===== src/esc_pkg.sv =====
// ----------------------------------------------------------------------------
// esc_pkg
// Shared constants, register codes and the configuration record for the
// ellipse color shift core.
// ----------------------------------------------------------------------------
`timescale 1ns / 1ps
`default_nettype none

package esc_pkg;

  // Screen size defaults
  localparam int SCREEN_WIDTH_DEF  = 1024;
  localparam int SCREEN_HEIGHT_DEF = 1024;

  // Item field widths
  localparam int COL_W = 10;
  localparam int ROW_W = 10;
  localparam int PIX_W = 32;

  // Register port
  localparam int PADDR_W = 5;
  localparam int PDATA_W = 32;

  // Datapath stages ahead of the output register
  localparam int NUM_STAGES = 4;

  // Color channels: 0 blue, 1 green, 2 red
  localparam int NUM_CH = 3;

  // Register indexes
  localparam logic [2:0] REG_CENTER_X    = 3'd0;
  localparam logic [2:0] REG_CENTER_Y    = 3'd1;
  localparam logic [2:0] REG_RADIUS_X    = 3'd2;
  localparam logic [2:0] REG_RADIUS_Y    = 3'd3;
  localparam logic [2:0] REG_DELTA_RED   = 3'd4;
  localparam logic [2:0] REG_DELTA_GREEN = 3'd5;
  localparam logic [2:0] REG_DELTA_BLUE  = 3'd6;
  localparam logic [2:0] REG_STRENGTH    = 3'd7;

  // x/100 == (x*5243) >> 19 for every x below 2^15
  localparam logic [12:0] RECIP_100   = 13'd5243;
  localparam int          RECIP_SHIFT = 19;

  typedef struct packed {
    logic signed [12:0] center_x;
    logic signed [12:0] center_y;
    logic [11:0]        radius_x;
    logic [11:0]        radius_y;
    logic signed [8:0]  delta_red;
    logic signed [8:0]  delta_green;
    logic signed [8:0]  delta_blue;
    logic [6:0]         strength_percent;
  } cfg_t;

  localparam cfg_t CFG_RESET = '{
    center_x:         13'sd0,
    center_y:         13'sd0,
    radius_x:         12'd0,
    radius_y:         12'd0,
    delta_red:        9'sd0,
    delta_green:      9'sd0,
    delta_blue:       9'sd0,
    strength_percent: 7'd100
  };

endpackage

`default_nettype wire


===== src/esc_cfg_regs.sv =====
// ----------------------------------------------------------------------------
// esc_cfg_regs
// APB-style register file holding the ellipse geometry and color settings.
// ----------------------------------------------------------------------------
`timescale 1ns / 1ps
`default_nettype none

module esc_cfg_regs (
  input  logic                        clk,
  input  logic                        rst_n,
  input  logic                        psel,
  input  logic                        penable,
  input  logic                        pwrite,
  input  logic [esc_pkg::PADDR_W-1:0] paddr,
  input  logic [esc_pkg::PDATA_W-1:0] pwdata,
  output logic [esc_pkg::PDATA_W-1:0] prdata,
  output logic                        pready,
  output esc_pkg::cfg_t               cfg
);

  esc_pkg::cfg_t cfg_r;
  esc_pkg::cfg_t cfg_nxt;
  logic          wr_en;
  logic [2:0]    reg_idx;

  assign pready  = 1'b1;
  assign wr_en   = psel && penable && pwrite;
  assign reg_idx = paddr[4:2];

  always_comb begin
    cfg_nxt = cfg_r;
    if (wr_en) begin
      unique case (reg_idx)
        esc_pkg::REG_CENTER_X:    cfg_nxt.center_x         = pwdata[12:0];
        esc_pkg::REG_CENTER_Y:    cfg_nxt.center_y         = pwdata[12:0];
        esc_pkg::REG_RADIUS_X:    cfg_nxt.radius_x         = pwdata[11:0];
        esc_pkg::REG_RADIUS_Y:    cfg_nxt.radius_y         = pwdata[11:0];
        esc_pkg::REG_DELTA_RED:   cfg_nxt.delta_red        = pwdata[8:0];
        esc_pkg::REG_DELTA_GREEN: cfg_nxt.delta_green      = pwdata[8:0];
        esc_pkg::REG_DELTA_BLUE:  cfg_nxt.delta_blue       = pwdata[8:0];
        esc_pkg::REG_STRENGTH:    cfg_nxt.strength_percent = pwdata[6:0];
        default:                  cfg_nxt = cfg_r;
      endcase
    end
  end

  always_ff @(posedge clk) begin
    if (!rst_n) begin
      cfg_r <= esc_pkg::CFG_RESET;
    end else begin
      cfg_r <= cfg_nxt;
    end
  end

  // Read back the stored bits, zero extended
  always_comb begin
    unique case (reg_idx)
      esc_pkg::REG_CENTER_X:    prdata = {19'd0, cfg_r.center_x};
      esc_pkg::REG_CENTER_Y:    prdata = {19'd0, cfg_r.center_y};
      esc_pkg::REG_RADIUS_X:    prdata = {20'd0, cfg_r.radius_x};
      esc_pkg::REG_RADIUS_Y:    prdata = {20'd0, cfg_r.radius_y};
      esc_pkg::REG_DELTA_RED:   prdata = {23'd0, cfg_r.delta_red};
      esc_pkg::REG_DELTA_GREEN: prdata = {23'd0, cfg_r.delta_green};
      esc_pkg::REG_DELTA_BLUE:  prdata = {23'd0, cfg_r.delta_blue};
      esc_pkg::REG_STRENGTH:    prdata = {25'd0, cfg_r.strength_percent};
      default:                  prdata = '0;
    endcase
  end

  assign cfg = cfg_r;

endmodule

`default_nettype wire


===== config.mk =====
export PLATFORM = sky130hd
export DESIGN_NAME = esc_cfg_regs
export DESIGN_NICKNAME = d
export VERILOG_FILES = /design/src/esc_pkg.sv /design/src/esc_cfg_regs.sv
export SDC_FILE = /design/constraint.sdc
export NUM_CORES = 1
export LEC_CHECK = 0
export BUFFER_PORTS_ARGS = -buffer_cell sky130_fd_sc_hd__buf_2
export CAP_MARGIN = 10
export CORE_MARGIN = 3
export CORE_UTILIZATION = 53
export CTS_CLUSTER_SIZE = 10
export DETAILED_ROUTE_END_ITERATION = 7
export GPL_ROUTABILITY_DRIVEN = 0
export PLACE_DENSITY = 0.86
export SLEW_MARGIN = 20
export SYNTH_ARGS = -nofsm -noshare
export SYNTH_HDL_FRONTEND = slang
export SYNTH_SLANG_ARGS = --single-unit

===== constraint.sdc =====
create_clock -name clk -period 2 [get_ports clk]
set_clock_uncertainty 0.1 [all_clocks]
set_input_delay 0.1 -clock clk [delete_from_list [all_inputs] [get_ports clk]]
set_output_delay 0.1 -clock clk [all_outputs]
set_load 0.02 [all_outputs]

## Yosys cells after proc, flatten, opt, wreduce, memory -nomap -nowiden

Index checks and enable logic that the tools add are counted.

| storage, ports and cells | value |
|---|---|
| register bits after elaboration | 84 |
| output and inout bits | 117 |
| word-level logic and storage cells | 27 |

| operators by class | value |
|---|---|
| equality and inequality tests | 7 |
| muxes and demuxes | 1 |
| reduce and logical (&&, ||, !) cells | 11 |

Operator list:

| kind | count |
|---|---|
| case mux 32 bit (8 select lines) | 1 |
| AND reduction 2 bit | 8 |
| equality test 3 bit, second input constant | 4 |
| equality test 3 x 2 -> 1 bit, second input constant | 2 |
| equality test 3 x 1 -> 1 bit, second input constant | 1 |
| zero test 3 bit | 1 |
| logical AND 1 bit | 2 |

## Logic depth before layout (Yosys ltp)

| logic depth | value |
|---|---|
| word-level depth | 3 |
| depth in mapped cells | 6 |
| mapped depth without buffers | 4 |

## Least setup slack after synthesis

OpenSTA, ideal clock, no wires.

| timing path | value |
|---|---|
| path kind | input-to-output |
| from | in paddr[3] (netlist bit) |
| to | out prdata[0] (netlist bit) |
| arrival | 1190 ps |
| slack | 610 ps |
| stages on the path | 5 |
| path buffers | 1 |
| cells stage by stage | buf_2 -> mux2_2 -> a22o_1 -> a221oi_1 -> nor2_1 |

| between the ends | value |
|---|---|
| word-level cells in the longest chain between the ends | 2 |
| elaborated cells on any way between the ends | 9 |

Ends and longest elaborated chain:

| item | RTL line | text |
|---|---|---|
| from (decl) | esc_cfg_regs.sv:14 | `input logic [esc_pkg::PADDR_W-1:0] paddr,` |
| equality test 3 bit (tied with other cells) | esc_cfg_regs.sv:57 | `unique case (reg_idx)` |
| case mux 32 bit (8 select lines) * | esc_cfg_regs.sv:57 |  |
| to (decl) | esc_cfg_regs.sv:16 | `output logic [esc_pkg::PDATA_W-1:0] prdata,` |

Every way passes the cells marked *; elsewhere a longest branch is shown, timed or not. The select of a mux whose other input is x is not followed.

## Worst setup path in the final report

| timing path | value |
|---|---|
| from | reg cfg_r, in the netlist cfg[26] |
| to | out prdata[1] (netlist bit) |

| between the ends | value |
|---|---|
| word-level cells in the longest chain between the ends | 1 |

Ends and longest elaborated chain:

| item | RTL line | text |
|---|---|---|
| from (decl) | esc_cfg_regs.sv:21 | `esc_pkg::cfg_t cfg_r;` |
| from (signal assigned) | esc_cfg_regs.sv:49 | `cfg_r <= esc_pkg::CFG_RESET;` |
| from (signal assigned) | esc_cfg_regs.sv:51 | `cfg_r <= cfg_nxt;` |
| case mux 32 bit (8 select lines) | esc_cfg_regs.sv:57 |  |

No other way between the ends. The select of a mux whose other input is x is not followed.

==> summary.md <==
| Metric | Value |
|---|---|
| Clk pin slew, worst setup/hold paths | `80 ps` |
| Cell with the largest stage delay on the worst path | `a221oi_1` |
| Mapped cell area | `4160 sq um` |
| Post-Syn Instances | `497` |
| Final min period | `1950 ps` |
| Placed Instances | `687` |
| Die area | `8950 sq um` |
| Starting density of the core | `55.9%` |
| Placement Setup Slack | `228 ps` |
| Worst setup margin | `52.1 ps` |
| Async S/R FF share, synth | `0%` |
| Buf+Inv Stages, Crit Path | `1` |
| Hpwl dp | `8790 um` |
| Final core occ | `68.2%` |
| Post-route non-filler standard cell count | `715` |
| Die Span Y | `94.6 um` |
| Clock tree root buffer cell | `clkbuf_8` |
| Setup Buffers After CTS | `0` |
| Global-route wire length before repair | `19,700 um` |
| Post-DP Area | `4750 sq um` |
| CP startpoint | `cfg[26]` |
| Design Area, Final | `5080 sq um` |
| Layout Nets | `654` |
| Delay-heaviest family, CP | `compound AO/OA/AOI/OAI gates` |
| Worst slew pin tran | `554 ps` |
| Leak | `2.12 nW` |
| Core ar. | `7450 sq um` |
| Vias in the first global route | `3,893` |
| Seq/Total Area, Yosys | `40.4%` |
| Worst Path Class, Setup | `reg -> out` |
| Fraction of layout cells with a size suffix above 1 | `27.8%` |
| TritonCTS Buffers | `9` |
| Worst skew pair latency | `350 ps` |
| First drt pass iteration count | `5` |
| Routed WL | `12,800 um` |
| Critical Path AT | `1750 ps` |
| R2r startpoint | `cfg[16]` |
| Area grow syn2layout | `22.1%` |
| Top_reg_cell synth | `dfxtp_1` |
| Hold Crit Depth | `3` |
| Routed vias/inst | `5.74` |
| Count of different cell masters after synthesis | `34` |
| Crit path max fanout | `3` |
| Rel. slew slack | `63.1%` |
| Hold Startpoint | `rst_n` |
| Synthesized area per cell | `8.37 sq um` |
| Flops & latches, synth | `84` |
| Largest area contributor in the netlist | `dfxtp_1` |
| Post-route ant nets | `0` |
| Critical path cell sequence | `mux2i_1 -> a221oi_1 -> a221oi_1 -> nor2_1 -> buf_2` |
| CTS Sinks | `84` |
| WHS | `97.1 ps` |
| Die Wd | `94.6 um` |
| Largest net degree at the start of global routing | `85` |
| Startpoint Class | `flip-flop` |
| Leading cell type in the layout, fill and taps excluded | `buf_2` |
| Status | `complete, no violations` |
| CTS tree | `done` |
| EDFF count, synth | `0` |
| Via Count | `4,105` |
| Row cnt | `31` |
| Max Freq | `513 MHz` |
| # IOs | `159` |
| Hold Fails Final Rpt | `0` |
| CP peak stage delay | `510 ps` |
| Largest register FFs | `84` |
| VDD IR-drop max | `390 uV` |
| Hold Path Class | `in -> reg` |
| Worst Path Required | `1800 ps` |
| DR WL/cell | `17.8 um` |
| Buffers added on ports | `117` |
| R2R cell count | `2` |
| Max-cap viol count | `0` |
| Cell area power density | `644 nW/um^2` |
| Worst setup EP type | `output port` |
| All-layer global routing usage | `28.8%` |
| Crit-path most repeated cell | `a221oi_1` |
| Most frequent cells in the layout | `buf_2, nand2_1, dfxtp_1` |
| Final period util | `97.4%` |
| Initial DRC count | `344` |
| GRT overflow | `0` |
| Levels on crit path | `5` |
| Synth area leaders | `dfxtp_1, nand2_1, a21boi_0` |
| Antenna violations before repair | `0` |
| Worst-case clock buffer depth | `2` |
| Setup-failing EPs final | `0` |
| H-tree depth | `3` |
| Yosys warnings | `0` |
| Post-synth top area share | `40.4%` |
| DRC Markers | `0` |
| # diodes | `0` |
| Slew Viols, Final | `0` |
-- cell type report --
cell class	count	area [sq um]
Inverter	8	30.0
Timing Repair Buffer	149	871
Clock buffer	10	138
Tap cell	99	124
Clock inverter	5	52.6
Fill cell	593	2360
Sequential cell	84	1680
Multi-Input combinational cell	360	2190
-- what timing repair did --
item | CTS | global route
hold endpoints to repair | 59 | 0
hold buffers | 13 | 0
resized for setup | 0 | 2
setup endpoints to repair | 0 | 2
-- path summary, 6_finish.rpt --
kind	slack, ps	endpoint
setup / recovery	50	prdata[1]
hold / removal	100	cfg[2]
hold reg to reg	370	cfg[74]
setup reg to reg	1080	cfg[16]
-- worst min-delay path, cell delays in order --
cell	delay, ps
buf_2	120
buf_12	200
nand3_1	90
-- per-stage QoR --
stage	total power, W	TNS [ps]
3_5_place_dp	0.00208	0
4_1_cts	0.00328	0
5_1_grt	0.00339	-34.8
2_1_floorplan	0.00200	0
6_report	0.00327	0
3_3_place_gp	0.00208	0
-- power breakdown --
part / total [W] / internal [W] / switching [W]
clock: 0.00120 / 0.000598 / 0.000601
combinational: 0.000381 / 0.000134 / 0.000247
sequential: 0.00169 / 0.00168 / 0.0000106
-- synthesized netlist by cell type, types with 2 or more instances --
master / n
nand2_1: 101
dfxtp_1: 84
a21boi_0: 47
o21ai_0: 47
a21boi_1: 23
buf_4: 22
clkbuf_1: 21
nor2b_1: 21
buf_2: 20
mux2i_1: 20
nor2_1: 17
a221oi_1: 10
a22o_1: 8
inv_1: 8
a21oi_1: 7
mux2_2: 7
nor2_2: 4
mux4_2: 3
nand2b_1: 3
nand3_1: 3
or3_1: 3
a22oi_1: 2
conb_1: 2
nand3b_1: 2
nor3_2: 2
o21bai_1: 2
-- per-layer routing --
metal / part of all wire [%] / GRT usage [%] / wire length (um)
met1: 40 / 36.3 / 5060
met2: 47 / 46.4 / 6030
met3: 9.2 / 6.06 / 1170
met4: 3.9 / 14.5 / 497
met5: 0 / 0 / 0
-- logic make-up (layout without fill, tap and decap cells) --
| kind of cell | Yosys count | in the layout | synth area share, % |
|---|---|---|---|
| buf+inv | 71 | 172 | 8.99 |
| compound gates | 150 | 150 | 24.5 |
| simple gates | 160 | 160 | 17.6 |
| mux | 30 | 30 | 8.33 |
| other cells | 2 | 20 | 0.180 |
| flops | 84 | 84 | 40.4 |
Power figures use the tool's default switching activity.
