`src/esc_pkg.sv`:
```
// ----------------------------------------------------------------------------
// esc_pkg
// Shared constants, register codes and the configuration record for the
// ellipse color shift core.
// ----------------------------------------------------------------------------
`timescale 1ns / 1ps
`default_nettype none

package esc_pkg;

  // Screen size defaults
  localparam int SCREEN_WIDTH_DEF  = 1024;
  localparam int SCREEN_HEIGHT_DEF = 1024;

  // Item field widths
  localparam int COL_W = 10;
  localparam int ROW_W = 10;
  localparam int PIX_W = 32;

  // Register port
  localparam int PADDR_W = 5;
  localparam int PDATA_W = 32;

  // Datapath stages ahead of the output register
  localparam int NUM_STAGES = 4;

  // Color channels: 0 blue, 1 green, 2 red
  localparam int NUM_CH = 3;

  // Register indexes
  localparam logic [2:0] REG_CENTER_X    = 3'd0;
  localparam logic [2:0] REG_CENTER_Y    = 3'd1;
  localparam logic [2:0] REG_RADIUS_X    = 3'd2;
  localparam logic [2:0] REG_RADIUS_Y    = 3'd3;
  localparam logic [2:0] REG_DELTA_RED   = 3'd4;
  localparam logic [2:0] REG_DELTA_GREEN = 3'd5;
  localparam logic [2:0] REG_DELTA_BLUE  = 3'd6;
  localparam logic [2:0] REG_STRENGTH    = 3'd7;

  // x/100 == (x*5243) >> 19 for every x below 2^15
  localparam logic [12:0] RECIP_100   = 13'd5243;
  localparam int          RECIP_SHIFT = 19;

  typedef struct packed {
    logic signed [12:0] center_x;
    logic signed [12:0] center_y;
    logic [11:0]        radius_x;
    logic [11:0]        radius_y;
    logic signed [8:0]  delta_red;
    logic signed [8:0]  delta_green;
    logic signed [8:0]  delta_blue;
    logic [6:0]         strength_percent;
  } cfg_t;

  localparam cfg_t CFG_RESET = '{
    center_x:         13'sd0,
    center_y:         13'sd0,
    radius_x:         12'd0,
    radius_y:         12'd0,
    delta_red:        9'sd0,
    delta_green:      9'sd0,
    delta_blue:       9'sd0,
    strength_percent: 7'd100
  };

endpackage

`default_nettype wire

```
`src/esc_cover_pipe.sv`:
```
// ----------------------------------------------------------------------------
// esc_cover_pipe
// Four-stage exact integer ellipse membership test for one pixel per clock while the load enables let it advance.
// ----------------------------------------------------------------------------
`timescale 1ns / 1ps
`default_nettype none

module esc_cover_pipe #(
  parameter int SCREEN_WIDTH  = esc_pkg::SCREEN_WIDTH_DEF,
  parameter int SCREEN_HEIGHT = esc_pkg::SCREEN_HEIGHT_DEF
) (
  input  logic                           clk,
  input  logic [esc_pkg::NUM_STAGES-1:0] ld,
  input  esc_pkg::cfg_t                  cfg,
  input  logic [esc_pkg::COL_W-1:0]      pixel_col,
  input  logic [esc_pkg::ROW_W-1:0]      pixel_row,
  output logic                           hit
);

  localparam logic [12:0] SCR_W = 13'(SCREEN_WIDTH);
  localparam logic [12:0] SCR_H = 13'(SCREEN_HEIGHT);
  // Split point for squaring the 25-bit left side in narrow pieces
  localparam int SPLIT = 13;

  // Stage 1: offsets from the center
  logic signed [13:0] dx, dy;
  logic [12:0] adx_s1_nxt, ady_s1_nxt, adx_s1_r, ady_s1_r;
  logic        ok_s1_nxt, ok_s1_r;

  // Stage 2: range checks and first products
  logic [12:0] odd;
  logic        inr_s2_nxt, inr_s2_r, dz_s2_nxt, dz_s2_r;
  logic [24:0] a_s2_nxt, a_s2_r;
  logic [23:0] rx2_s2_nxt, ry2_s2_nxt, dy2_s2_nxt;
  logic [23:0] rx2_s2_r, ry2_s2_r, dy2_s2_r;

  // Stage 3: partial squares and the row span
  logic [11:0] ah;
  logic [12:0] al;
  logic        inr_s3_r, dz_s3_r;
  logic [23:0] hh_s3_nxt, hh_s3_r;
  logic [24:0] hl_s3_nxt, hl_s3_r;
  logic [25:0] ll_s3_nxt, ll_s3_r;
  logic [23:0] d_s3_nxt, d_s3_r, rx2_s3_r;

  // Stage 4: both sides of the compare
  logic        inr_s4_r, dz_s4_r;
  logic [49:0] lhs_s4_nxt, lhs_s4_r;
  logic [35:0] ph_s4_nxt, pl_s4_nxt, ph_s4_r, pl_s4_r;
  logic [49:0] rhs_sum, rhs;

  always_comb begin
    dx = $signed(14'(pixel_col)) - 14'(cfg.center_x);
    dy = $signed(14'(pixel_row)) - 14'(cfg.center_y);
    adx_s1_nxt = dx[13] ? 13'(-dx) : 13'(dx);
    ady_s1_nxt = dy[13] ? 13'(-dy) : 13'(dy);
    ok_s1_nxt  = (cfg.radius_x != '0) && (cfg.radius_y != '0) &&
                 (13'(pixel_col) < SCR_W) && (13'(pixel_row) < SCR_H);
  end

  always_ff @(posedge clk) begin
    if (ld[0]) begin
      adx_s1_r <= adx_s1_nxt;
      ady_s1_r <= ady_s1_nxt;
      ok_s1_r  <= ok_s1_nxt;
    end
  end

  // |dx| beyond radius_x can never round inside, so the products below only
  // need the low 12 bits of each offset.
  always_comb begin
    inr_s2_nxt = ok_s1_r && (ady_s1_r <= 13'(cfg.radius_y)) &&
                 (adx_s1_r <= 13'(cfg.radius_x));
    dz_s2_nxt  = (adx_s1_r == '0);
    odd        = {adx_s1_r[11:0], 1'b0} - 13'd1;
    a_s2_nxt   = 25'(odd) * 25'(cfg.radius_y);
    rx2_s2_nxt = 24'(cfg.radius_x) * 24'(cfg.radius_x);
    ry2_s2_nxt = 24'(cfg.radius_y) * 24'(cfg.radius_y);
    dy2_s2_nxt = 24'(ady_s1_r[11:0]) * 24'(ady_s1_r[11:0]);
  end

  always_ff @(posedge clk) begin
    if (ld[1]) begin
      inr_s2_r <= inr_s2_nxt;
      dz_s2_r  <= dz_s2_nxt;
      a_s2_r   <= a_s2_nxt;
      rx2_s2_r <= rx2_s2_nxt;
      ry2_s2_r <= ry2_s2_nxt;
      dy2_s2_r <= dy2_s2_nxt;
    end
  end

  always_comb begin
    ah        = a_s2_r[24:SPLIT];
    al        = a_s2_r[SPLIT-1:0];
    hh_s3_nxt = 24'(ah) * 24'(ah);
    hl_s3_nxt = 25'(ah) * 25'(al);
    ll_s3_nxt = 26'(al) * 26'(al);
    d_s3_nxt  = ry2_s2_r - dy2_s2_r;
  end

  always_ff @(posedge clk) begin
    if (ld[2]) begin
      inr_s3_r <= inr_s2_r;
      dz_s3_r  <= dz_s2_r;
      hh_s3_r  <= hh_s3_nxt;
      hl_s3_r  <= hl_s3_nxt;
      ll_s3_r  <= ll_s3_nxt;
      d_s3_r   <= d_s3_nxt;
      rx2_s3_r <= rx2_s2_r;
    end
  end

  always_comb begin
    lhs_s4_nxt = (50'(hh_s3_r) << (2 * SPLIT)) + (50'(hl_s3_r) << (SPLIT + 1)) +
                 50'(ll_s3_r);
    ph_s4_nxt  = 36'(rx2_s3_r) * 36'(d_s3_r[23:12]);
    pl_s4_nxt  = 36'(rx2_s3_r) * 36'(d_s3_r[11:0]);
  end

  always_ff @(posedge clk) begin
    if (ld[3]) begin
      inr_s4_r <= inr_s3_r;
      dz_s4_r  <= dz_s3_r;
      lhs_s4_r <= lhs_s4_nxt;
      ph_s4_r  <= ph_s4_nxt;
      pl_s4_r  <= pl_s4_nxt;
    end
  end

  always_comb begin
    rhs_sum = (50'(ph_s4_r) << 12) + 50'(pl_s4_r);
    rhs     = rhs_sum << 2;
    hit     = inr_s4_r && (dz_s4_r || (lhs_s4_r <= rhs));
  end

endmodule

`default_nettype wire

```
`config.mk`:
```
export PLATFORM = sky130hd
export DESIGN_NAME = esc_cover_pipe
export DESIGN_NICKNAME = d
export VERILOG_FILES = /design/src/esc_pkg.sv /design/src/esc_cover_pipe.sv
export SDC_FILE = /design/constraint.sdc
export NUM_CORES = 2
export LEC_CHECK = 0
export BUFFER_PORTS_ARGS = -buffer_cell sky130_fd_sc_hd__buf_4
export CORE_ASPECT_RATIO = 1.1
export CORE_MARGIN = 10
export CORE_UTILIZATION = 60
export CTS_CLUSTER_SIZE = 12
export DETAILED_ROUTE_END_ITERATION = 10
export PLACE_DENSITY = 0.77
export SYNTH_ARGS = -nofsm -noshare
export SYNTH_HDL_FRONTEND = slang
export SYNTH_SLANG_ARGS = --single-unit
```
`constraint.sdc`:
```
create_clock -name clk -period 7.7 [get_ports clk]
set_input_delay 0.77 -clock clk [delete_from_list [all_inputs] [get_ports clk]]
set_output_delay 0.77 -clock clk [all_outputs]
set_load 0.02 [all_outputs]
```
After elaboration in Yosys (flattened, before gate mapping)
Index checks and enable logic that the tools add are counted.
Word-level totals
  register bits after elaboration: 375
  latch bits: 0
  bits in writable memories: 0
  bits in read-only memories: 0
  output and inout port bits: 1
  memories: 0
Cells by class
  add/sub/neg operators: 9
  $mul: 9
  div/mod/pow operators: 0
  order comparisons: 3
  equal/unequal tests: 0
  shift operators: 0
  mux-type cells: 2
  bitwise operators: 0
  reductions and logical operators: 8
Operators with widths (count)
  multiplier 12 x 12 -> 24 bit: 4
  multiplier 24 x 12 -> 36 bit: 2
  adder 50 x 26 -> 50 bit: 1
  adder 50 x 39 -> 50 bit: 1
  <= comparator 50 bit: 1
  adder 48 x 36 -> 48 bit: 1
  subtractor 11 x 13 -> 14 bit: 2
  <= comparator 13 x 12 -> 1 bit: 2
  multiplier 13 x 13 -> 26 bit: 1
  two-way mux 13 bit: 2
  negation 13 bit: 2
  multiplier 12 x 13 -> 25 bit: 1
  multiplier 13 x 12 -> 25 bit: 1
  nonzero test 12 bit: 2
  subtractor 24 bit: 1
  logical NOT 13 bit: 1
  subtractor 13 x 1 -> 13 bit, second input constant: 1
  logical AND 1 bit: 4
  logical OR 1 bit: 1

Longest topological paths before layout
  word-level depth: 4
  gate-level depth with buffers: 25

Worst setup path before layout
No wires, ideal clock.
  path kind: register to register
  start point: register adx_s1_r[0]
  end point: register a_s2_r[24] (data pin)
  library setup time: 259 ps
  arrival time: 5870 ps
  required time: 7441 ps
  slack: 1571 ps
  stages on the path, launching flop included: 25
  cells stage by stage: edfxtp_1 clkbuf_1 inv_1 ha_1 nand3b_1 nor3_1 xor2_1 clkbuf_1 nand2_1 fa_1 fa_1 inv_1 fa_1 fa_1 inv_1 fa_1 inv_1 ha_1 a21oi_1 o22ai_1 o31ai_1 a211oi_1 o41ai_1 a21oi_1 xnor2_1
On the way
  longest elaborated chain between the ends: 2
Ends and longest elaborated chain
  from (decl): line esc_cover_pipe.sv:27  | logic [12:0] adx_s1_nxt, ady_s1_nxt, adx_s1_r, ady_s1_r;
  from (signal assigned): line esc_cover_pipe.sv:63  | adx_s1_r <= adx_s1_nxt;
  subtractor 13 x 1 -> 13 bit: line esc_cover_pipe.sv:75  | odd = {adx_s1_r[11:0], 1'b0} - 13'd1;
  multiplier 13 x 12 -> 25 bit: line esc_cover_pipe.sv:76  | a_s2_nxt = 25'(odd) * 25'(cfg.radius_y);
  named net a_s2_nxt[24]: line esc_cover_pipe.sv:33  | logic [24:0] a_s2_nxt, a_s2_r;
  to (signal assigned): line esc_cover_pipe.sv:86  | a_s2_r <= a_s2_nxt;
  to (decl): line esc_cover_pipe.sv:33
The timed path passes the listed nets, and every way through them passes these cells.
A chain may end at the register's enable or synchronous reset.

Worst setup path in the final report
  start point: register ph_s4_r[0]
  end point: output port hit
On the way
  longest elaborated chain between the ends: 4
Ends and longest elaborated chain
  from (decl): line esc_cover_pipe.sv:49  | logic [35:0] ph_s4_nxt, pl_s4_nxt, ph_s4_r, pl_s4_r;
  from (signal assigned): line esc_cover_pipe.sv:126  | ph_s4_r <= ph_s4_nxt;
  adder 48 x 36 -> 48 bit: line esc_cover_pipe.sv:132  | rhs_sum = (50'(ph_s4_r) << 12) + 50'(pl_s4_r);
  <= comparator 50 bit: line esc_cover_pipe.sv:134  | hit = inr_s4_r && (dz_s4_r || (lhs_s4_r <= rhs));
  logical OR 1 bit: line esc_cover_pipe.sv:134
  logical AND 1 bit: line esc_cover_pipe.sv:134
  to (decl): line esc_cover_pipe.sv:17  | output logic hit
Every way passes these cells.

==> impl_metrics.py <==
metrics = {
    "synth": {
        "synth_area_leaders": "fa_1 (33%), edfxtp_1 (17%), ha_1 (14%)",
        "async_reset_ff_share_pct": 0,
        "synth_top_cells_by_count": "inv_1 (1388), fa_1 (1063), nand2_1 (752)",
        "synth_cells": 6851,
        "syn-cell-area_mm2": 0.0650,
        "synth_edf_count": 367,
        "yosysWarnings": 0,
        "yosysTopAreaCell": "fa_1",
        "yosysTopAreaCellShare_pct": 32.7,
        "synth.avg_cell_area_um2": 9.49,
        "synth_ff_type": "edfxtp_1",
        "yosysUniqueCellTypes": 75,
        "yosysMostFrequentCell": "inv_1",
        "ys_ff_latch": 367,
        "synth_seq_area_share_pct": 16.9,
    },
    "clock_network": {
        "cts.path.max_buffers": 3,
        "cts_root_buf": "clkbuf_16",
        "clk_pin_slew_ns": 0.06,
        "clkLatencyLatePin_ns": 0.61,
        "cts_tree": "yes",
        "cts_resized": 0,
        "htreeDepth": 2,
        "hold_buffers": 0,
        "cts-buffers-inserted": 43,
        "clock-sinks": 367,
        "postCtsSetupBuffers": 0,
    },
    "sta": {
        "fin_crit_sh_pct": 94.4,
        "maxSlewHeadroom_pct": 15.3,
        "tightest_slew_ns": 1.26,
        "rsz0062_at_grt": "no",
        "fmax_mhz": 138,
        "hold_slack_ns": 0.411,
        "final_hold_viol_count": 0,
        "setup_tns_ns": 0,
        "finClkSkew_ns": 0.0579,
        "fin_crit_ns": 7.26,
        "fin_ws_ns": 0.435,
        "drv_slew": 0,
        "setup_viol": 0,
    },
    "final_layout": {
        "drive_gt1_share_pct": 3.75,
        "syn2layout_area_growth_pct": 5.32,
        "finalNetCount": 8758,
        "stdcell_area_mm2": 0.0685,
        "antenna_cells": 0,
    },
    "routing": {
        "drc": 0,
        "drt_wl_total_mm": 148,
        "wl_per_cell_um": 17.8,
        "antenna_left": 0,
        "vias_per_cell": 5.66,
        "dr.pass1.iters": 6,
        "drt-initial-drc-count": 2950,
        "vias": 46900,
    },
    "setup_path": {
        "path_buf_inv": 1,
        "crit_fanout": 6,
        "cp_top_family": "compound AO/OA/AOI/OAI gates",
        "slowest_delay_ns": 0.77,
        "path_class": "reg2out",
        "required_ns": 6.93,
        "cp_cell_sequence": "ha_1 -> fa_1 -> a21oi_1 -> o21ai_0 -> a2111oi_0 -> o31ai_1 -> a21oi_1 -> o211ai_1 -> nand4_1 -> xor2_1 -> ha_1 -> nand4_1 -> nor3_1 -> nand4_1 -> or4_1 -> nand2b_1 -> o2111ai_1 -> a211oi_1 -> o211a_1 -> buf_4",
        "cp.arrival_ns": 6.49,
        "end_kind": "output port",
        "path_common_cell": "nand4_1",
        "cp-start-kind": "flip-flop",
        "crit_path_top_delay_cell": "a2111oi_0",
    },
    "worst_hold_path": {
        "hp-class": "reg2reg",
    },
    "floorplanning": {
        "initial_core_util_pct": 60.5,
        "placement_rows": 126,
        "boundaryPins": 110,
        "core_area_mm2": 0.108,
        "die-area_mm2": 0.122,
        "die_h_um": 365,
        "floorplan.die.width_um": 334,
    },
    "flow_run": {
        "drv_cap": 0,
    },
    "global_route": {
        "antenna_found_initial": 2,
        "grt_pass1_wl_mm": 247,
        "overflow": 0,
        "grt_max_degree": 79,
        "grt_usage_pct": 24.8,
        "grt_pass1_vias": 50700,
    },
    "place": {
        "gp_congestion": 0.898,
        "dp_hpwl_mm": 118,
        "dp_slack_ns": 0.678,
        "io_buffers": 75,
        "postPlaceCellArea_mm2": 0.0671,
    },
    "run_status": {
        "status": "complete, no violations",
    },
}
routing by layer:
layer  routed length (um)  GRT usage [%]  up-vias
li1                     -              -    21600
met1                57100           29.6    23500
met2                74700           44.6     1421
met3                 8320           2.95      347
met4                 7530           11.5        0
met5                    0              0        -
cells in the final DEF (no fill, tap or decap), types with 12 or more instances in the layout:
cell type	count
nor2b_1	50
a21oi_1	249
fa_1	1063
nor3_1	78
or2_2	27
nand3_1	47
a211oi_1	39
o31ai_1	16
nand2b_1	48
a21boi_0	17
buf_4	140
a21o_1	93
inv_1	1388
xor2_1	103
o21a_1	56
and3_1	35
o31a_1	16
clkinv_1	22
xnor2_1	210
nand2_1	752
or3_1	18
ha_1	744
clkbuf_16	43
nand4_1	39
a31oi_1	26
nor4_1	18
and2_1	434
o211ai_1	23
o21bai_1	25
o2111ai_1	13
o21ai_0	142
nor2_1	352
conb_1	12
edfxtp_1	367
metrics by stage:
stage / util, % / cells
floorplan: - / 6861
global placement: 62.5 / 8205
detailed placement: 62.5 / 8205
CTS: 63.7 / 8282
global route: 63.7 / 8282
finish: 63.7 / 8282
cells by family after synthesis:
kind of cell | count (synthesis) | synth area share [%]
compound gates | 813 | 8.20
xor+xnor | 313 | 4.21
fa+ha+maj | 1807 | 47.0
buf+inv | 1610 | 9.29
flops | 367 | 16.9
mux | 10 | 0.167
other cells | 2 | 0.0115
simple gates | 1929 | 14.1
worst paths after layout:
path | from | endpoint | depth (start not counted) | slack [ns]
hold / removal | rx2_s2_r[15] | rx2_s3_r[15] | 0 | 0.41
setup reg to reg | adx_s1_r[0] | a_s2_r[24] | 22 | 0.63
setup / recovery | ph_s4_r[0] | hit | 20 | 0.44
hold reg to reg | rx2_s2_r[15] | rx2_s3_r[15] | 0 | 0.41
flip-flops by register name, summed over array words and instances, names as in the netlist, 13 cells and up:
signal,flops
ady_s1_r,13
ph_s4_r,36
pl_s4_r,36
adx_s1_r,13
d_s3_r,24
ll_s3_r,25
dy2_s2_r,23
hh_s3_r,23
hl_s3_r,25
ry2_s2_r,22
a_s2_r,25
rx2_s3_r,23
lhs_s4_r,49
rx2_s2_r,23
layout make-up:
| cell class | count | area [um2] |
|---|---|---|
| multi-input combinational | 4884 | 48000 |
| timing repair buffer | 141 | 1070 |
| inverter | 1405 | 5270 |
| clock inverter | 27 | 255 |
| tap | 1408 | 1760 |
| clock buffer | 50 | 1100 |
| fill | 8738 | 39000 |
| sequential | 367 | 11000 |
Power is not shown: default switching activity piles up to over one toggle a cycle in this logic, so the estimate is an artifact.
