`src/esc_pkg.sv`:
```
// ----------------------------------------------------------------------------
// esc_pkg
// Shared constants, register codes and the configuration record for the
// ellipse color shift core.
// ----------------------------------------------------------------------------
`timescale 1ns / 1ps
`default_nettype none

package esc_pkg;

  // Screen size defaults
  localparam int SCREEN_WIDTH_DEF  = 1024;
  localparam int SCREEN_HEIGHT_DEF = 1024;

  // Item field widths
  localparam int COL_W = 10;
  localparam int ROW_W = 10;
  localparam int PIX_W = 32;

  // Register port
  localparam int PADDR_W = 5;
  localparam int PDATA_W = 32;

  // Datapath stages ahead of the output register
  localparam int NUM_STAGES = 4;

  // Color channels: 0 blue, 1 green, 2 red
  localparam int NUM_CH = 3;

  // Register indexes
  localparam logic [2:0] REG_CENTER_X    = 3'd0;
  localparam logic [2:0] REG_CENTER_Y    = 3'd1;
  localparam logic [2:0] REG_RADIUS_X    = 3'd2;
  localparam logic [2:0] REG_RADIUS_Y    = 3'd3;
  localparam logic [2:0] REG_DELTA_RED   = 3'd4;
  localparam logic [2:0] REG_DELTA_GREEN = 3'd5;
  localparam logic [2:0] REG_DELTA_BLUE  = 3'd6;
  localparam logic [2:0] REG_STRENGTH    = 3'd7;

  // x/100 == (x*5243) >> 19 for every x below 2^15
  localparam logic [12:0] RECIP_100   = 13'd5243;
  localparam int          RECIP_SHIFT = 19;

  typedef struct packed {
    logic signed [12:0] center_x;
    logic signed [12:0] center_y;
    logic [11:0]        radius_x;
    logic [11:0]        radius_y;
    logic signed [8:0]  delta_red;
    logic signed [8:0]  delta_green;
    logic signed [8:0]  delta_blue;
    logic [6:0]         strength_percent;
  } cfg_t;

  localparam cfg_t CFG_RESET = '{
    center_x:         13'sd0,
    center_y:         13'sd0,
    radius_x:         12'd0,
    radius_y:         12'd0,
    delta_red:        9'sd0,
    delta_green:      9'sd0,
    delta_blue:       9'sd0,
    strength_percent: 7'd100
  };

endpackage

`default_nettype wire

```
`src/esc_color_pipe.sv`:
```
// ----------------------------------------------------------------------------
// esc_color_pipe
// Four-stage per-channel scaled saturating add and subtract.
// ----------------------------------------------------------------------------
`timescale 1ns / 1ps
`default_nettype none

module esc_color_pipe (
  input  logic                           clk,
  input  logic [esc_pkg::NUM_STAGES-1:0] ld,
  input  esc_pkg::cfg_t                  cfg,
  input  logic [esc_pkg::PIX_W-1:0]      pixel_in,
  output logic [esc_pkg::PIX_W-1:0]      pix_orig,
  output logic [esc_pkg::PIX_W-1:0]      pix_shift
);

  localparam int NCH    = esc_pkg::NUM_CH;
  localparam int PROD_W = 28;

  logic signed [8:0]     dlt [NCH];
  logic [8:0]            absd [NCH];
  logic [PROD_W-1:0]     prod [NCH];
  logic [7:0]            amt [NCH];
  logic [7:0]            add_amt [NCH];
  logic [8:0]            sum9 [NCH];
  logic [8:0]            dif9 [NCH];

  logic [NCH-1:0][14:0]  mag_s1_nxt, mag_s1_r;
  logic [NCH-1:0]        neg_s1_nxt, neg_s1_r, neg_s2_r;
  logic [NCH-1:0][8:0]   q_s2_nxt, q_s2_r;
  logic [NCH-1:0][7:0]   ch_s3_nxt, ch_s3_r, sub_s3_nxt, sub_s3_r;
  logic [esc_pkg::PIX_W-1:0] pix_s1_r, pix_s2_r, pix_s3_r, pix_s4_r;
  logic [esc_pkg::PIX_W-1:0] shf_s4_nxt, shf_s4_r;

  assign dlt[0] = cfg.delta_blue;
  assign dlt[1] = cfg.delta_green;
  assign dlt[2] = cfg.delta_red;

  // Stage 1: magnitude of delta times percent
  always_comb begin
    for (int c = 0; c < NCH; c++) begin
      neg_s1_nxt[c] = dlt[c][8];
      absd[c]       = dlt[c][8] ? 9'(-dlt[c]) : 9'(dlt[c]);
      mag_s1_nxt[c] = 15'(absd[c]) * 15'(cfg.strength_percent);
    end
  end

  always_ff @(posedge clk) begin
    if (ld[0]) begin
      mag_s1_r <= mag_s1_nxt;
      neg_s1_r <= neg_s1_nxt;
      pix_s1_r <= pixel_in;
    end
  end

  // Stage 2: divide by 100 through the reciprocal
  always_comb begin
    for (int c = 0; c < NCH; c++) begin
      prod[c]     = PROD_W'(mag_s1_r[c]) * PROD_W'(esc_pkg::RECIP_100);
      q_s2_nxt[c] = 9'(prod[c] >> esc_pkg::RECIP_SHIFT);
    end
  end

  always_ff @(posedge clk) begin
    if (ld[1]) begin
      q_s2_r   <= q_s2_nxt;
      neg_s2_r <= neg_s1_r;
      pix_s2_r <= pix_s1_r;
    end
  end

  // Stage 3: clamp the amount, saturating add
  always_comb begin
    for (int c = 0; c < NCH; c++) begin
      amt[c]        = q_s2_r[c][8] ? 8'hFF : q_s2_r[c][7:0];
      add_amt[c]    = neg_s2_r[c] ? 8'd0 : amt[c];
      sub_s3_nxt[c] = neg_s2_r[c] ? amt[c] : 8'd0;
      sum9[c]       = 9'(pix_s2_r[8*c +: 8]) + 9'(add_amt[c]);
      ch_s3_nxt[c]  = sum9[c][8] ? 8'hFF : sum9[c][7:0];
    end
  end

  always_ff @(posedge clk) begin
    if (ld[2]) begin
      ch_s3_r  <= ch_s3_nxt;
      sub_s3_r <= sub_s3_nxt;
      pix_s3_r <= pix_s2_r;
    end
  end

  // Stage 4: saturating subtract, top byte passes
  always_comb begin
    shf_s4_nxt = pix_s3_r;
    for (int c = 0; c < NCH; c++) begin
      dif9[c] = 9'(ch_s3_r[c]) - 9'(sub_s3_r[c]);
      shf_s4_nxt[8*c +: 8] = dif9[c][8] ? 8'd0 : dif9[c][7:0];
    end
  end

  always_ff @(posedge clk) begin
    if (ld[3]) begin
      shf_s4_r <= shf_s4_nxt;
      pix_s4_r <= pix_s3_r;
    end
  end

  assign pix_orig  = pix_s4_r;
  assign pix_shift = shf_s4_r;

endmodule

`default_nettype wire

```
`config.mk`:
```
export PLATFORM = sky130hd
export DESIGN_NAME = esc_color_pipe
export DESIGN_NICKNAME = d
export VERILOG_FILES = /design/src/esc_pkg.sv /design/src/esc_color_pipe.sv
export SDC_FILE = /design/constraint.sdc
export NUM_CORES = 1
export LEC_CHECK = 0
export BUFFER_PORTS_ARGS = -buffer_cell sky130_fd_sc_hd__buf_2
export CORE_MARGIN = 10
export CORE_UTILIZATION = 50
export CTS_CLUSTER_DIAMETER = 200
export DETAILED_ROUTE_END_ITERATION = 16
export PLACE_DENSITY_LB_ADDON = 0.08
export SLEW_MARGIN = 20
export SYNTH_ARGS = -nofsm -noshare
export SYNTH_HDL_FRONTEND = slang
export SYNTH_SLANG_ARGS = --single-unit
```
`constraint.sdc`:
```
create_clock -name clk -period 7.8 [get_ports clk]
set_clock_uncertainty 0.05 [all_clocks]
set_input_delay 1.17 -clock clk [delete_from_list [all_inputs] [get_ports clk]]
set_output_delay 1.17 -clock clk [all_outputs]
set_load 0.1 [all_outputs]
```
-- Yosys cells after proc, flatten, opt, wreduce, memory -nomap -nowiden
Cells that the tools add are included.
- add/subtract/negate cells: 9
- multiply operators: 6
- muxes and demuxes: 9
- operator list (cell ; count):
    $mul A15 B13 Y28 const B ; 3
    $mux W8 ; 6
    $mul A9 B7 Y15 ; 3
    $add A8 B8 Y9 ; 3
    $mux W9 ; 3
    $neg A9 Y9 ; 3
    $sub A8 B8 Y9 ; 3
- flip-flop bits (word level): 286
- input bits: 121
- output and inout port bits: 64
- logic and storage cells: 46

-- Longest topological paths before layout
Gate-level depths: netlist (run 1).
- depth in word-level cells: 3
- gate-level depth with buffers: 22
- gate-level depth less buffers: 21

-- Worst setup path after synthesis (run 1)
Ideal clock, no wire load.
- path type: input -> register
- from: input port cfg[7] (netlist bit)
- to: register mag_s1_r[14] (netlist bit), data pin
- library setup time: 260 ps
- arrival time: 6027 ps
- data required time: 7490 ps
- path slack: 1463 ps
- stages: 21
- buffers on the path: 1
- path through: clkbuf_1 inv_1 ha_1 nand2_1 or3_1 nand2_1 xnor2_1 and2_1 fa_1 inv_1 fa_1 fa_1 fa_1 inv_1 ha_1 or2_2 a21oi_1 nor3_1 a2111oi_0 a21oi_1 xnor2_1
- RTL lines (what ; RTL line ; RTL):
    from (decl) ; esc_color_pipe.sv:11 ; input esc_pkg::cfg_t cfg,
    to (signal assigned) ; esc_color_pipe.sv:50 ; mag_s1_r <= mag_s1_nxt;
    to (decl) ; esc_color_pipe.sv:28 ; logic [NCH-1:0][14:0] mag_s1_nxt, mag_s1_r;

==> impl_metrics.env, run 1 <==
export IMPL_startpoint_type="input pin"
export IMPL_antenna_found_initial=2
export IMPL_clk_latency_ps=560
export IMPL_portBuffers=134
export IMPL_viasPerCell=5.05
export IMPL_cp_max_fo=10
export IMPL_synth_edf_count=278
export IMPL_layout_common_cells="510 x inv_1, 447 x ha_1, 312 x fa_1"
export IMPL_grtUsageTotal_pct=16.2
export IMPL_critPathMaxStageDelay_ps=610
export IMPL_min_path_type="flip-flop to flip-flop"
export IMPL_dp_cells=3246
export IMPL_dieArea_mm2=0.0648
export IMPL_h_tree_depth=1
export IMPL_wl_per_cell_um=15.2
export IMPL_rows=85
export IMPL_fillCellCount=4696
export IMPL_setup_violations=0
export IMPL_layout_commonest_cell="inv_1"
export IMPL_globalplace_congestion=0.841
export IMPL_synth_nets=3324
export IMPL_synth_area_leaders="edfxtp_1 30%, fa_1 23%, ha_1 20%, inv_1 7.0%, nor2b_1 2.3%"
export IMPL_maxCapViolCount=0
export IMPL_clock_path_buffers=3
export IMPL_coreArea_mm2=0.0541
export IMPL_ys_warn_count=0
export IMPL_min_period_ps=6230
export IMPL_drive_above_1_share_pct=7.98
export IMPL_pin_count=185
export IMPL_syn_area_per_cell_um2=11.3
export IMPL_rsz0062_at_grt="no"
export IMPL_seq_area_frac_synth_pct=30.3
export IMPL_synth_top_area_cell="edfxtp_1"
export IMPL_tns_ps=0
export IMPL_cts_root_buf="clkbuf_16"
export IMPL_synth_xor_area_share_pct=3.21
export IMPL_via_count=16676
export IMPL_post_route_util_pct=55.3
export IMPL_crit_required_ps=8060
export IMPL_synth_seq_cells=278
export IMPL_critical_path_endpoint_type="flip-flop"
export IMPL_syn2layout_area_growth_pct=8.79
export IMPL_slew_headroom_pct=41.6
export IMPL_cts_buffers=30
export IMPL_first_pass_iters=5
export IMPL_synth_top_flop_cell="edfxtp_1"
export IMPL_die_h_um=255
export IMPL_grt_pass1_vias=17967
export IMPL_critPathBufInv=4
export IMPL_grt_pass1_wl_um=87000
export IMPL_instances_no_fill=3302
export IMPL_slowest_stage="a2111oi_0"
export IMPL_totalWireLength_um=50300
export IMPL_synth_adder_area_share_pct=43.0
export IMPL_async_reset_ff_share_pct=0
export IMPL_die_w_um=255
export IMPL_cts_hold_buf=0
export IMPL_yosys_area_share_simple_pct=9.68
export IMPL_detail_route_antenna_nets=0
export IMPL_dr_first_iter_drc_count=542
export IMPL_path_class="input pin to flip-flop"
export IMPL_muxShareOfSynthArea_pct=0.145
export IMPL_syn_inst=2444
export IMPL_crit_path_frequent_cell="fa_1"
export IMPL_syn_cell_area_mm2=0.0275
export IMPL_hpwl_um=41900
export IMPL_crit_chain="buf_2, inv_1, ha_1, nand2_1, or3_1, nand2_1, xnor2_1, and2_1, fa_1, inv_1, fa_1, fa_1, fa_1, inv_1, ha_1, or2_2, a21oi_1, nor3_1, a2111oi_0, a21oi_1, xnor2_1"
export IMPL_path_delay_family="adder cells"
export IMPL_final_max_slew_viol_count=0
export IMPL_outcome="finished clean"
export IMPL_fin_crit_sh_pct=79.9
export IMPL_start_util_pct=50.8
export IMPL_cts_sinks=278
export IMPL_cts_resized=0
export IMPL_overflow=0
export IMPL_ys_types=63
export IMPL_synth_compound_area_share_pct=6.06
export IMPL_post_cts_buffers=0
export IMPL_worstPathArrival_ps=6490
export IMPL_cts_tree="built"
export IMPL_drc=0
export IMPL_grt_max_degree=63
export IMPL_num_nets_final=3462
export IMPL_synth_top_family_by_area="adder cells"
export IMPL_clk_transition_reported_paths_ps=60
export IMPL_worst_slew_pin_transition_ps=876
export IMPL_fmax_mhz=161
export IMPL_yosys_area_top_type_share_pct=30.3
export IMPL_final_hold_viol_count=0
## area by class of cell
| type | instances | area [um^2] | share of cell area (%) |
|---|---|---|---|
| flip-flops and latches | 278 | 8350 | 27.9 |
| repair buffers | 138 | 708 | 2.37 |
| clock buffers | 36 | 795 | 2.65 |
| clock inverters | 19 | 194 | 0.648 |
| inverters | 513 | 1930 | 6.43 |
| well taps | 696 | 871 | 2.91 |
| diodes | 1 | 2.50 | 0.00836 |
| multi-input cells | 1621 | 17100 | 57.1 |
## cells by family after synthesis
family / Yosys count
AND/OR/NAND/NOR: 498
AO/OA/AOI/OAI: 259
flip-flops: 278
multiplexers: 4
XOR/XNOR: 101
adder cells (fa/ha/maj): 759
buffers and inverters: 545
## worst paths after layout
kind	from	endpoint	slack, ps	cells after the start
setup / recovery	cfg[7]	mag_s1_r[14]$_DFFE_PP_	1570	21
hold / removal	pix_s2_r[27]$_DFFE_PP_	pix_s3_r[27]$_DFFE_PP_	360	0
setup reg to reg	mag_s1_r[42]$_DFFE_PP_	q_s2_r[25]$_DFFE_PP_	2350	17
hold reg to reg	pix_s2_r[27]$_DFFE_PP_	pix_s3_r[27]$_DFFE_PP_	360	0
## synthesized netlist by cell type, drive strengths merged (2+ instances only)
cell / count
a2111o: 3
xor2: 32
o31ai: 10
a31oi: 6
clkbuf: 24
a21oi: 76
and3: 15
fa: 312
a21boi: 14
and4: 5
o21a: 10
nand2: 94
o221ai: 2
xnor2: 69
nor2b: 102
a2111oi: 2
nor3b: 2
o311ai: 2
buf: 8
nand3b: 2
mux2i: 4
nor2: 86
o21bai: 6
nand2b: 22
or2: 9
edfxtp: 278
o41ai: 2
ha: 447
nand3: 38
and2: 71
inv: 510
nor3: 22
a41o: 3
o21ai: 58
a211oi: 16
nor4b: 7
clkinv: 3
o211ai: 10
a41oi: 4
nand4: 7
a21o: 25
or3: 13
## per-layer routing
layer	GRT usage [%]	vias to the layer above	part of all wire, %	wire length (um)
met5	0	-	0	0
met1	22.9	8046	49	24600
met2	26.4	224	46	23000
met3	1.86	61	3.7	1850
li1	-	8345	-	-
met4	3.47	0	1.8	907
## state kept, by name (all words and copies together) (netlist names)
| register | flops |
|---|---|
| sub_s3_r | 24 |
| pix_orig | 32 |
| pix_s2_r | 32 |
| pix_shift | 24 |
| neg_s1_r | 3 |
| mag_s1_r | 45 |
| ch_s3_r | 24 |
| pix_s3_r | 32 |
| pix_s1_r | 32 |
| neg_s2_r | 3 |
| q_s2_r | 27 |
## through the flow
step                      cell area (um^2)  hold WS [ps]  setup slack, ps
after CTS                            29900           363             1680
after global routing                 29900           365             1340
after global placement               29000           350             1090
after detailed placement             29000           355             1080
final                                29900           362             1570
after floorplan                      27500           350             1460
Power of run 1 is left out: the tool's default activity adds up to more than one toggle a clock period on the data nets, which glitch-free logic cannot reach.
==> run 2: changes to the inputs <==
clock period = 5.07 ns   (was 7.8 ns; I/O delays follow)
==> run 2 against run 1 <==
  * Register-to-register slack got worse by 2300 ps
  * Global-route usage up 0.83 points
  * Sequential share of layout area shrank 2.2 points
  * Die area is the same
  * First-iteration DRC count up 2.6%
  * Via count is 6.0% higher
  * Critical endpoint is now q_s2_r[26]$_DFFE_PP_
  * Largest cell class unchanged
  * Highest routed layer unchanged
==> impl_metrics.env, run 2 (synthesis results as in run 1) <==
export IMPL_slew_headroom_pct=46.2
export IMPL_instances_no_fill=3540
export IMPL_reg2regPathDepth=18
export IMPL_dr_first_iter_drc_count=556
export IMPL_clk_transition_reported_paths_ps=60
export IMPL_reg2reg_from="mag_s1_r[41]$_DFFE_PP_"
export IMPL_r2r_end="q_s2_r[26]$_DFFE_PP_"
export IMPL_die_w_um=255
export IMPL_detail_route_antenna_nets=0
export IMPL_fin_crit_sh_pct=99.6
export IMPL_path_delay_family="adder cells"
export IMPL_overflow=0
export IMPL_min_period_ps=5050
export IMPL_grtUsageTotal_pct=17.0
export IMPL_grt_pass1_wl_um=91600
export IMPL_final_hold_viol_count=0
export IMPL_rsz0062_at_grt="yes"
export IMPL_syn2layout_area_growth_pct=18.2
export IMPL_cts_buffers=31
export IMPL_min_from="pixel_in[31]"
export IMPL_critPathMaxStageDelay_ps=500
export IMPL_layout_common_cells="494 x inv_1, 417 x ha_1, 301 x fa_1"
export IMPL_cp_max_fo=6
export IMPL_fmax_mhz=198
export IMPL_grt_max_degree=63
export IMPL_startpoint_type="flip-flop"
export IMPL_grt_pass1_vias=19203
export IMPL_clock_path_buffers=3
export IMPL_drive_above_1_share_pct=19.8
export IMPL_drc=0
export IMPL_path_class="flip-flop to flip-flop"
export IMPL_dieArea_mm2=0.0648
export IMPL_pin_count=185
export IMPL_outcome="finished clean"
export IMPL_rows=85
export IMPL_critPathBufInv=5
export IMPL_clk_latency_ps=590
export IMPL_first_pass_iters=5
export IMPL_worst_slew_pin_transition_ps=807
export IMPL_totalWireLength_um=53800
export IMPL_start_util_pct=50.8
export IMPL_setup_violations=0
export IMPL_final_max_slew_viol_count=0
export IMPL_crit_path_frequent_cell="fa_1"
export IMPL_maxCapViolCount=0
export IMPL_layout_commonest_cell="inv_1"
export IMPL_viasPerCell=4.99
export IMPL_critical_path_endpoint_type="flip-flop"
export IMPL_fillCellCount=4431
export IMPL_dpl_worst_slack_ps=-509
export IMPL_crit_required_ps=5360
export IMPL_design_area_mm2=0.0325
export IMPL_min_path_type="input pin to flip-flop"
export IMPL_r2r_slack_ps=20
export IMPL_largest_reg_flops=45
export IMPL_cts_sinks=278
export IMPL_worstPathArrival_ps=5340
export IMPL_place_area_mm2=0.0307
export IMPL_portBuffers=134
export IMPL_h_tree_depth=1
export IMPL_cts_root_buf="clkbuf_16"
export IMPL_cts_tree="built"
export IMPL_finalWorstSetupSlack_ps=21.6
export IMPL_top_register="mag_s1_r"
export IMPL_wl_per_cell_um=15.2
export IMPL_die_h_um=255
export IMPL_whs_endpoint="pix_s1_r[31]$_DFFE_PP_"
export IMPL_globalplace_congestion=0.848
export IMPL_holdPathStages=1
export IMPL_slowest_stage="fa_1"
export IMPL_dp_cells=3449
export IMPL_crit_chain="buf_6, fa_1, ha_1, inv_2, fa_1, inv_2, fa_1, inv_1, fa_1, inv_1, ha_1, and4_4, and3_4, a41o_1, nor4b_4, o21bai_2, a221oi_2, xnor2_1"
export IMPL_via_count=17671
export IMPL_coreArea_mm2=0.0541
export IMPL_num_nets_final=3700
export IMPL_hpwl_um=44900
export IMPL_antenna_found_initial=1
export IMPL_antenna_cells=0
## run 2: how the worst max path moves through the flow
stage	startpoint	end	slack [ps]	depth (start not counted)
2_1_floorplan	cfg[7]	mag_s1_r[14]$_DFFE_PP_	-310	21
3_3_place_gp	cfg[7]	mag_s1_r[14]$_DFFE_PP_	-430	21
3_5_place_dp	cfg[7]	mag_s1_r[14]$_DFFE_PP_	-510	21
4_1_cts	mag_s1_r[9]$_DFFE_PP_	q_s2_r[6]$_DFFE_PP_	2	16
5_1_grt	mag_s1_r[41]$_DFFE_PP_	q_s2_r[26]$_DFFE_PP_	-120	18
6_report	mag_s1_r[41]$_DFFE_PP_	q_s2_r[26]$_DFFE_PP_	20	18
## run 2: routing by layer
metal  up-vias  global-route usage, %  wire [um]
li1       8821                      -          -
met1      8631                   22.1      24700
met2       176                   30.5      26900
met3        43                   1.87       1670
met4         0                   2.81        595
met5         -                      0          0
## run 2: area by class of cell
class / count / area, um^2 / share of cell area, %
timing repair buffer: 375 / 2570 / 7.91
clock buffer: 33 / 783 / 2.41
inverter: 513 / 1940 / 5.95
clock inverter: 24 / 206 / 0.635
sequential: 278 / 8350 / 25.7
multi-input combinational: 1621 / 17800 / 54.8
tap: 696 / 871 / 2.68
## run 2: through the flow
stage	hold WS, ps	util (%)	TNS [ps]
4_1_cts	265	59.1	0
2_1_floorplan	350	-	-792
3_3_place_gp	350	56.8	-4180
3_5_place_dp	355	56.8	-6610
6_report	293	60.1	0
5_1_grt	253	60.1	-425
## run 2: timing repair
item	CTS	global route
pin swaps	34	69
setup endpoints to repair	13	24
hold buffers	0	0
gates resized for setup	30	75
cloned	0	0
setup buffers	12	22
## run 2: worst reg2reg max path, stage by stage, from the launching register on
cell	delay [ps]
edfxtp_1	390
buf_6	160
fa_1	480
ha_1	300
inv_2	40
fa_1	490
inv_2	50
fa_1	500
inv_1	60
fa_1	480
inv_1	50
ha_1	270
and4_4	170
and3_4	150
a41o_1	270
nor4b_4	370
o21bai_2	150
a221oi_2	280
xnor2_1	100
Power of run 2 is left out for the same reason.
